[config.mk]
export PLATFORM = sky130hd
export DESIGN_NAME = bmp_stream_to_argb_core
export DESIGN_NICKNAME = d
export VERILOG_FILES = /design/src/hdl/bsa_pkg.sv /design/src/hdl/bsa_parser.sv /design/src/hdl/bsa_result_buf.sv /design/src/hdl/bmp_stream_to_argb_core.sv
export VERILOG_INCLUDE_DIRS = /design/src /design/src/hdl
export SDC_FILE = /design/constraint.sdc
export NUM_CORES = 1
export LEC_CHECK = 0
export ABC_AREA = 0
export BUFFER_PORTS_ARGS = -buffer_cell sky130_fd_sc_hd__buf_2
export CORE_ASPECT_RATIO = 1.2
export CORE_UTILIZATION = 35
export DETAILED_ROUTE_END_ITERATION = 8
export HOLD_SLACK_MARGIN = 0.15
export PLACE_DENSITY = 0.54
export SYNTH_ARGS = -nofsm -noshare
export SYNTH_HDL_FRONTEND = slang
export SYNTH_SLANG_ARGS = --single-unit
[constraint.sdc]
create_clock -name clk -period 9.03 [get_ports clk]
set_clock_uncertainty 0.2 [all_clocks]
set_input_delay 1.3545 -clock clk [delete_from_list [all_inputs] [get_ports clk]]
set_output_delay 1.3545 -clock clk [all_outputs]
set_load 0.05 [all_outputs]
[src/hdl/bmp_stream_to_argb_core_macros.svh]
`ifndef BMP_STREAM_TO_ARGB_CORE_MACROS_SVH
`define BMP_STREAM_TO_ARGB_CORE_MACROS_SVH

// same-cycle implication, sampled on clk, off during reset
`define BSA_ASSERT_IMPL(lbl, ante, cons, msg) \
	lbl: assert property (@(posedge clk) disable iff (!arst_n) (ante) |-> (cons)) \
		else $error(msg);

// next-cycle implication, sampled on clk, off during reset
`define BSA_ASSERT_NEXT(lbl, ante, cons, msg) \
	lbl: assert property (@(posedge clk) disable iff (!arst_n) (ante) |=> (cons)) \
		else $error(msg);

`endif

[src/hdl/bsa_pkg.sv]
`default_nettype none

package bsa_pkg;

	localparam int MAX_DIM_DEF = 2048;
	localparam int COORD_W     = 11;

	typedef enum logic [1:0] {
		ST_PIXEL  = 2'd0,
		ST_REJECT = 2'd1,
		ST_TRUNC  = 2'd2,
		ST_DONE   = 2'd3
	} status_t;

	typedef struct packed {
		logic [7:0] data_byte;
		logic       file_start;
		logic       file_end;
	} item_t;

	typedef struct packed {
		status_t              status;
		logic [COORD_W-1:0]   pixel_x;
		logic [COORD_W-1:0]   pixel_y;
		logic [31:0]          argb_pixel;
		logic                 final_res;
	} result_t;

	// up to two results caused by one item, first one in r0
	typedef struct packed {
		logic    r0_v;
		result_t r0;
		logic    r1_v;
		result_t r1;
	} pair_t;

endpackage

`default_nettype wire

[src/hdl/bsa_parser.sv]
`default_nettype none

module bsa_parser import bsa_pkg::*; #(
	parameter int MAX_DIM = MAX_DIM_DEF
) (
	input  wire logic  clk,
	input  wire logic  arst_n,
	input  wire logic  advance,
	input  wire item_t item,
	output pair_t      results
);

	localparam int DIM_W        = $clog2(MAX_DIM + 1);
	localparam int STRIDE_W     = $clog2(4 * MAX_DIM + 1);
	localparam int HEADER_BYTES = 54;
	localparam logic [5:0] HDR_LAST = 6'(HEADER_BYTES - 1);
	localparam logic [5:0] POS_OFS  = 6'd10;
	localparam logic [5:0] POS_WID  = 6'd18;
	localparam logic [5:0] POS_HGT  = 6'd22;
	localparam logic [5:0] POS_DEP  = 6'd28;
	localparam logic [5:0] POS_CMP  = 6'd30;
	localparam logic [7:0] MAGIC_B  = 8'h42;
	localparam logic [7:0] MAGIC_M  = 8'h4D;

	typedef enum logic [2:0] {
		PH_IDLE = 3'd0,
		PH_HEAD = 3'd1,
		PH_SKIP = 3'd2,
		PH_PIX  = 3'd3,
		PH_DONE = 3'd4
	} phase_t;

	phase_t               phase_q, phase_d, eff_phase;
	logic [31:0]          pos_q, pos_d, eff_pos, pos_inc, pos_sat;
	logic [31:0]          offset_q, offset_d, width_q, width_d, height_q, height_d;
	logic [31:0]          comp_q, comp_d, h_mag;
	logic [15:0]          depth_q, depth_d;
	logic                 magic_q, magic_d;
	logic [DIM_W-1:0]     img_w_q, img_w_d, img_h_q, img_h_d;
	logic [DIM_W-1:0]     rows_q, rows_d, col_q, col_d, rows_inc, row_y;
	logic                 no_flip_q, no_flip_d, pb4_q, pb4_d;
	logic [STRIDE_W-1:0]  stride_q, stride_d, rbi_q, rbi_d, rbi_inc;
	logic [STRIDE_W:0]    row_raw, stride_raw;
	logic [1:0]           sub_q, sub_d;
	logic [23:0]          part_q, part_d;
	logic [5:0]           hp, hp_ofs, hp_wid, hp_hgt, hp_dep, hp_cmp;
	logic                 h_neg, hdr_ok, active, pix_v, stat_v;
	status_t              stat_code;
	result_t              pix_res, stat_res;

	assign eff_phase = item.file_start ? PH_HEAD : phase_q;
	assign eff_pos   = item.file_start ? 32'd0 : pos_q;
	assign pos_inc   = eff_pos + 32'd1;
	assign pos_sat   = (&eff_pos) ? eff_pos : pos_inc;

	assign hp     = eff_pos[5:0];
	assign hp_ofs = hp - POS_OFS;
	assign hp_wid = hp - POS_WID;
	assign hp_hgt = hp - POS_HGT;
	assign hp_dep = hp - POS_DEP;
	assign hp_cmp = hp - POS_CMP;

	// header checks on the gathered words
	assign h_neg  = height_q[31];
	assign h_mag  = h_neg ? (32'd0 - height_q) : height_q;
	assign hdr_ok = magic_q
		&& (width_q != 32'd0) && (width_q <= 32'(MAX_DIM))
		&& (h_mag != 32'd0) && (h_mag <= 32'(MAX_DIM))
		&& ((depth_q == 16'd24) || (depth_q == 16'd32))
		&& (comp_q == 32'd0)
		&& (offset_q >= 32'(HEADER_BYTES));

	// row stride rounded up to four bytes
	always_comb begin
		if (depth_q == 16'd32) begin
			row_raw = (STRIDE_W+1)'({width_q[DIM_W-1:0], 2'b00});
		end else begin
			row_raw = (STRIDE_W+1)'({width_q[DIM_W-1:0], 1'b0})
				+ (STRIDE_W+1)'(width_q[DIM_W-1:0]);
		end
		stride_raw = (row_raw + (STRIDE_W+1)'(3)) & ~(STRIDE_W+1)'(3);
	end

	assign rbi_inc  = rbi_q + STRIDE_W'(1);
	assign rows_inc = rows_q + DIM_W'(1);
	assign row_y    = no_flip_q ? rows_q : (img_h_q - DIM_W'(1) - rows_q);

	always_comb begin
		phase_d    = phase_q;
		pos_d      = pos_q;
		offset_d   = offset_q;
		width_d    = width_q;
		height_d   = height_q;
		depth_d    = depth_q;
		comp_d     = comp_q;
		magic_d    = magic_q;
		img_w_d    = img_w_q;
		img_h_d    = img_h_q;
		no_flip_d  = no_flip_q;
		pb4_d      = pb4_q;
		stride_d   = stride_q;
		rbi_d      = rbi_q;
		rows_d     = rows_q;
		col_d      = col_q;
		sub_d      = sub_q;
		part_d     = part_q;
		active     = 1'b0;
		pix_v      = 1'b0;
		stat_v     = 1'b0;
		stat_code  = ST_DONE;
		pix_res    = '0;

		unique case (eff_phase)
			PH_HEAD: begin
				active  = 1'b1;
				phase_d = PH_HEAD;
				pos_d   = pos_inc;
				if (hp == 6'd0) begin
					magic_d = (item.data_byte == MAGIC_B);
				end else if (hp == 6'd1) begin
					magic_d = magic_q & (item.data_byte == MAGIC_M);
				end else if (hp_ofs < 6'd4) begin
					offset_d[{hp_ofs[1:0], 3'b000} +: 8] = item.data_byte;
				end else if (hp_wid < 6'd4) begin
					width_d[{hp_wid[1:0], 3'b000} +: 8] = item.data_byte;
				end else if (hp_hgt < 6'd4) begin
					height_d[{hp_hgt[1:0], 3'b000} +: 8] = item.data_byte;
				end else if (hp_dep < 6'd2) begin
					depth_d[{hp_dep[0], 3'b000} +: 8] = item.data_byte;
				end else if (hp_cmp < 6'd4) begin
					comp_d[{hp_cmp[1:0], 3'b000} +: 8] = item.data_byte;
				end
				if (hp == HDR_LAST) begin
					if (!hdr_ok) begin
						stat_v    = 1'b1;
						stat_code = ST_REJECT;
						phase_d   = PH_DONE;
					end else begin
						img_w_d    = width_q[DIM_W-1:0];
						img_h_d    = h_mag[DIM_W-1:0];
						no_flip_d  = h_neg;
						pb4_d      = (depth_q == 16'd32);
						stride_d   = stride_raw[STRIDE_W-1:0];
						rbi_d      = '0;
						rows_d     = '0;
						col_d      = '0;
						sub_d      = '0;
						part_d     = '0;
						phase_d    = (pos_inc >= offset_q) ? PH_PIX : PH_SKIP;
					end
				end
			end
			PH_SKIP: begin
				active  = 1'b1;
				pos_d   = pos_sat;
				phase_d = (pos_sat >= offset_q) ? PH_PIX : PH_SKIP;
			end
			PH_PIX: begin
				active = 1'b1;
				pos_d  = pos_sat;
				if (col_q < img_w_q) begin
					if (sub_q != 2'd3) begin
						part_d[{sub_q, 3'b000} +: 8] = item.data_byte;
					end
					if (sub_q == (pb4_q ? 2'd3 : 2'd2)) begin
						pix_v              = 1'b1;
						pix_res.status     = ST_PIXEL;
						pix_res.pixel_x    = COORD_W'(col_q);
						pix_res.pixel_y    = COORD_W'(row_y);
						pix_res.argb_pixel = {8'hFF, part_d};
						pix_res.final_res  = 1'b0;
						col_d              = col_q + DIM_W'(1);
						sub_d              = '0;
						part_d             = '0;
					end else begin
						sub_d = sub_q + 2'd1;
					end
				end
				if (rbi_inc >= stride_q) begin
					rbi_d  = '0;
					col_d  = '0;
					sub_d  = '0;
					part_d = '0;
					rows_d = rows_inc;
					if (rows_inc >= img_h_q) begin
						stat_v    = 1'b1;
						stat_code = ST_DONE;
						phase_d   = PH_DONE;
					end
				end else begin
					rbi_d = rbi_inc;
				end
			end
			PH_IDLE, PH_DONE: begin
				phase_d = eff_phase;
			end
			default: begin
				phase_d = PH_IDLE;
			end
		endcase

		// end of file before the image is complete
		if (active && item.file_end && (phase_d != PH_DONE)) begin
			stat_v    = 1'b1;
			stat_code = ST_TRUNC;
			phase_d   = PH_DONE;
		end
	end

	always_comb begin
		stat_res           = '0;
		stat_res.status    = stat_code;
		stat_res.final_res = 1'b1;
		results.r0_v       = pix_v | stat_v;
		results.r0         = pix_v ? pix_res : stat_res;
		results.r1_v       = pix_v & stat_v;
		results.r1         = stat_res;
	end

	always_ff @(posedge clk or negedge arst_n) begin
		if (!arst_n) begin
			phase_q    <= PH_IDLE;
			pos_q      <= '0;
			offset_q   <= '0;
			width_q    <= '0;
			height_q   <= '0;
			depth_q    <= '0;
			comp_q     <= '0;
			magic_q    <= 1'b0;
			img_w_q    <= '0;
			img_h_q    <= '0;
			no_flip_q  <= 1'b0;
			pb4_q      <= 1'b0;
			stride_q   <= '0;
			rbi_q      <= '0;
			rows_q     <= '0;
			col_q      <= '0;
			sub_q      <= '0;
			part_q     <= '0;
		end else if (advance) begin
			phase_q    <= phase_d;
			pos_q      <= pos_d;
			offset_q   <= offset_d;
			width_q    <= width_d;
			height_q   <= height_d;
			depth_q    <= depth_d;
			comp_q     <= comp_d;
			magic_q    <= magic_d;
			img_w_q    <= img_w_d;
			img_h_q    <= img_h_d;
			no_flip_q  <= no_flip_d;
			pb4_q      <= pb4_d;
			stride_q   <= stride_d;
			rbi_q      <= rbi_d;
			rows_q     <= rows_d;
			col_q      <= col_d;
			sub_q      <= sub_d;
			part_q     <= part_d;
		end
	end

endmodule

`default_nettype wire

[src/hdl/bsa_result_buf.sv]
`default_nettype none

module bsa_result_buf import bsa_pkg::*; (
	input  wire logic  clk,
	input  wire logic  arst_n,
	input  wire logic  load,
	input  wire pair_t results,
	input  wire logic  result_stall,
	output logic       result_valid,
	output result_t    result,
	output logic       free
);

	result_t hd_q, tl_q;
	logic    hd_v_q, tl_v_q, take;

	assign take         = hd_v_q && !result_stall;
	assign free         = !hd_v_q || (take && !tl_v_q);
	assign result_valid = hd_v_q;
	assign result       = hd_q;

	always_ff @(posedge clk or negedge arst_n) begin
		if (!arst_n) begin
			hd_v_q <= 1'b0;
			tl_v_q <= 1'b0;
		end else if (load) begin
			hd_q   <= results.r0;
			hd_v_q <= 1'b1;
			tl_q   <= results.r1;
			tl_v_q <= results.r1_v;
		end else if (take) begin
			// second result moves up once the first is taken
			if (tl_v_q) begin
				hd_q   <= tl_q;
				tl_v_q <= 1'b0;
			end else begin
				hd_v_q <= 1'b0;
			end
		end
	end

endmodule

`default_nettype wire

[src/hdl/bmp_stream_to_argb_core.sv]
// a result passes through the input register and then the result buffer before it is offered
// throughput: one byte per cycle while the result buffer has room for the byte's results
// the rate is set by the two-slot result register draining one result per unstalled cycle
// reset: asynchronous, active low; the parser returns to idle and both stages empty
// bytes are ignored until an item marked file_start arrives
`default_nettype none

`include "bmp_stream_to_argb_core_macros.svh"

module bmp_stream_to_argb_core import bsa_pkg::*; #(
	parameter int MAX_DIM = MAX_DIM_DEF
) (
	input  wire logic  clk,
	input  wire logic  arst_n,
	input  wire logic  item_valid,
	output logic       item_stall,
	input  wire item_t item,
	output logic       result_valid,
	input  wire logic  result_stall,
	output result_t    result
);

	item_t item_s1;
	logic  valid_s1, adv, buf_free;
	pair_t results;

	// an item with no result never waits on the output side
	assign adv        = valid_s1 && (!results.r0_v || buf_free);
	assign item_stall = valid_s1 && !adv;

	always_ff @(posedge clk or negedge arst_n) begin
		if (!arst_n) begin
			valid_s1 <= 1'b0;
		end else if (item_valid && !item_stall) begin
			item_s1  <= item;
			valid_s1 <= 1'b1;
		end else if (adv) begin
			valid_s1 <= 1'b0;
		end
	end

	bsa_parser #(
		.MAX_DIM (MAX_DIM)
	) u_parser (
		.clk     (clk),
		.arst_n  (arst_n),
		.advance (adv),
		.item    (item_s1),
		.results (results)
	);

	bsa_result_buf u_result_buf (
		.clk          (clk),
		.arst_n       (arst_n),
		.load         (adv && results.r0_v),
		.results      (results),
		.result_stall (result_stall),
		.result_valid (result_valid),
		.result       (result),
		.free         (buf_free)
	);

	`BSA_ASSERT_IMPL(a_final_on_status, result_valid, (result.status == ST_PIXEL) != result.final_res, "final flag does not match status")
	`BSA_ASSERT_IMPL(a_pair_order, results.r1_v, results.r0_v && (results.r0.status == ST_PIXEL) && results.r1.final_res, "second result must follow a pixel and end the file")
	`BSA_ASSERT_NEXT(a_held_item, valid_s1 && !adv, valid_s1 && $stable(item_s1), "waiting item lost or changed")

endmodule

`default_nettype wire

==> out/results.ini <==
[status]
status=completed

[sta]
max_freq_mhz=148.4
slew-limit-headroom=0.1831
setup_viol=0
period_needed_ps=6738
worst_slew_pin_slew_ps=1224
tns_ps=0
grt_setup_unrepaired=false
min_period_over_period=0.7462
whs_ps=279.3
hold_viol=0
drv_slew=0

[global_route]
grt.total_usage=0.1907
grt_pass1_wl_um=92380
grt_pass1_vias=16280
grt_antenna_before_repair=1
grt.overflow.total=0
grtUsageMet1=0.2480
grt_max_degree=167
grt_use_met3=0.02489
grt_use_met2=0.3255
grt.busiest_layer=met2

[setup_path]
cp-end-kind=output port
critPathKind=reg2out
start_kind=register
path_cells=ha_1 -> nand3_1 -> nor2_1 -> and3_1 -> and3_1 -> and3_1 -> xor2_1 -> ha_1 -> nand4_1 -> nor2_1 -> o21ai_0 -> o221a_2 -> o32ai_1 -> nand2_1 -> nand2_1 -> o21bai_2 -> buf_4 -> nor2_1 -> buf_2
r2r_setup_slack_ps=3000
crit_slowest_cell=o32ai_1
arrival_ps=5180
max_stage_delay_ps=540
cp_max_fo=21
crit_required_ps=7480
r2r_cells=24

[synth]
syn_avg_cell_area_um2=9.852
synth_ff_type=dfrtp_1
synth_nets=2315
ys_types=82
synth_area_um2=21220
yosysWarnings=0
synthCells=2154
yosysSeqAreaShare=0.4238
synth_edf_count=62
ys_async_sr_fraction=0.8213
ys_seq_elements=347

[layout]
final_common_cell=dfrtp_1
nFillCells=5914
final_area_um2=23730
final_util=0.3974
layout_common_cells=285 x dfrtp_1, 156 x nor2_1, 155 x nand2_1, 150 x mux2_2, 145 x ha_1
area_growth_pct=11.81
drive_gt1_frac=0.1623
antenna_cells=0
nNetsFinal=2348

[clock_network]
cts_tree=built
cts-buffers-inserted=40
postCtsResizedCells=0
path_clk_slew_ps=60
worstSkewPairLatency_ps=580
htreeDepth=2
postCtsSetupRepairBufs=0
root_buffer=clkbuf_16
cts_max_path_buffers=3
clkSinkCount=347
cts_hold_buf=0

[place]
place_hpwl_um=42480
placed_area_um2=22360
gp_congestion=0.8891
port_buffers=72

[flow_run]
max_cap_viol_count=0

[floorplan]
die_h_um=271.7
core_area_um2=59710
dieArea_um2=61630
rows=98
fp.dieW_um=226.8
start_util=0.3554
io-pin-count=73

[route]
dr.pass1.iters=5
initialDrtViolationCount=1228
vias_per_cell=5.442
via_count=16420
drtAntennaViolNets=0
drc_errors=0
wl_um=57910
wl_per_cell_um=19.19

[power_and_ir_drop]
p_leak_nw=10.68
p_per_area_nw_per_um2=192.6
ir_worst_vdd_mv=0.1181
p_total_w=0.004571

[hold_path]
worstHoldPathCells=2
hp-class=reg2reg

==> path summary, 6_finish.rpt <==
path,from,endpoint
hold / removal,u_parser.img_w_q[7],u_parser.img_w_q[7]
hold reg to reg,u_parser.img_w_q[7],u_parser.img_w_q[7]
max in group asynchronous,arst_n,u_parser.comp_q[18]
min in group asynchronous,arst_n,u_parser.pos_q[19]
setup / recovery,u_parser.rbi_q[0],item_stall
setup reg to reg,item_s1[1],u_parser.phase_q[0]
==> area by class of cell <==
cell class,count,area [µm²],area share
multi-input cells,1559,11270,0.4752
inverters,145,544.3,0.02294
repair buffers,94,548.0,0.02310
well taps,800,1001,0.04219
clock inverters,20,255.2,0.01076
clock buffers,53,1111,0.04683
flip-flops and latches,347,8994,0.3790
==> registers in the layout, summed over array words and instances, names as in the netlist, 2 cells and up <==
register and cells:
item_s1 10, u_parser.col_q 12, u_parser.comp_q 32, u_parser.depth_q 16, u_parser.height_q 32, u_parser.img_h_q 12
u_parser.img_w_q 12, u_parser.offset_q 32, u_parser.part_q 24, u_parser.phase_q 3, u_parser.pos_q 32, u_parser.rbi_q 14
u_parser.rows_q 12, u_parser.stride_q 12, u_parser.sub_q 2, u_parser.width_q 32, u_result_buf.result 50, u_result_buf.tl_q 2
==> logic make-up (layout without fill, tap and decap cells) <==
| kind of cell | count (synthesis) | after routing | synth area share |
|---|---|---|---|
| mux | 167 | 167 | 0.08761 |
| compound gates | 427 | 427 | 0.1354 |
| buf+inv | 248 | 312 | 0.04640 |
| fa+ha+maj | 147 | 147 | 0.08738 |
| xor+xnor | 88 | 88 | 0.03632 |
| flops | 347 | 347 | 0.4238 |
| simple gates | 730 | 730 | 0.1831 |
==> report_power, final <==
part | total, W | switching (W) | internal [W]
Combinational | 0.00102 | 0.000617 | 0.000401
Clock | 0.00170 | 0.000684 | 0.00102
Sequential | 0.00185 | 0.000142 | 0.00171
Total | 0.00457 | 0.00144 | 0.00313
==> stage by stage <==
step / std cells / setup WS, ps
after floorplan: 2154 / 2645
after global placement: 2945 / 3008
after detailed placement: 2945 / 2913
after CTS: 3018 / 2284
after global routing: 3018 / 1846
final: 3018 / 2292
==> Yosys cell counts, drive strengths merged, types with 25 or more instances <==
library cell | n | share of area
edfxtp | 62 | 0.088
nor3 | 52 | 0.012
ha | 145 | 0.085
nand4 | 44 | 0.013
nand3 | 56 | 0.017
o31ai | 34 | 0.012
xor2 | 29 | 0.012
inv | 144 | 0.025
and2 | 41 | 0.012
xnor2 | 59 | 0.024
nor2 | 159 | 0.028
a22oi | 26 | 0.0092
o21ai | 102 | 0.024
nand2b | 43 | 0.013
nor4 | 50 | 0.018
a21oi | 70 | 0.017
dfrtp | 285 | 0.34
a21o | 35 | 0.012
buf | 28 | 0.0075
and3 | 31 | 0.0091
nand2 | 155 | 0.027
a32o | 25 | 0.012
a31oi | 41 | 0.012
mux2 | 150 | 0.080
clkbuf | 75 | 0.013
==> critical path: cells and delay by family, from the launching register on <==
family | cells | cell delay, ps
AOI/OAI and AO/OA | 4 | 1100
xor gates and xnor gates | 1 | 220
adders and majority gates | 2 | 440
buffers and inverters | 2 | 570
DFF | 1 | 390
and+or+nand+nor | 10 | 1860
==> metal layers <==
layer  wire [µm]  share of wire
met5           0              0
met3        2225          0.038
met4        1563          0.027
met1       25710           0.44
met2       28410           0.49
(Power assumes the default switching activity.)
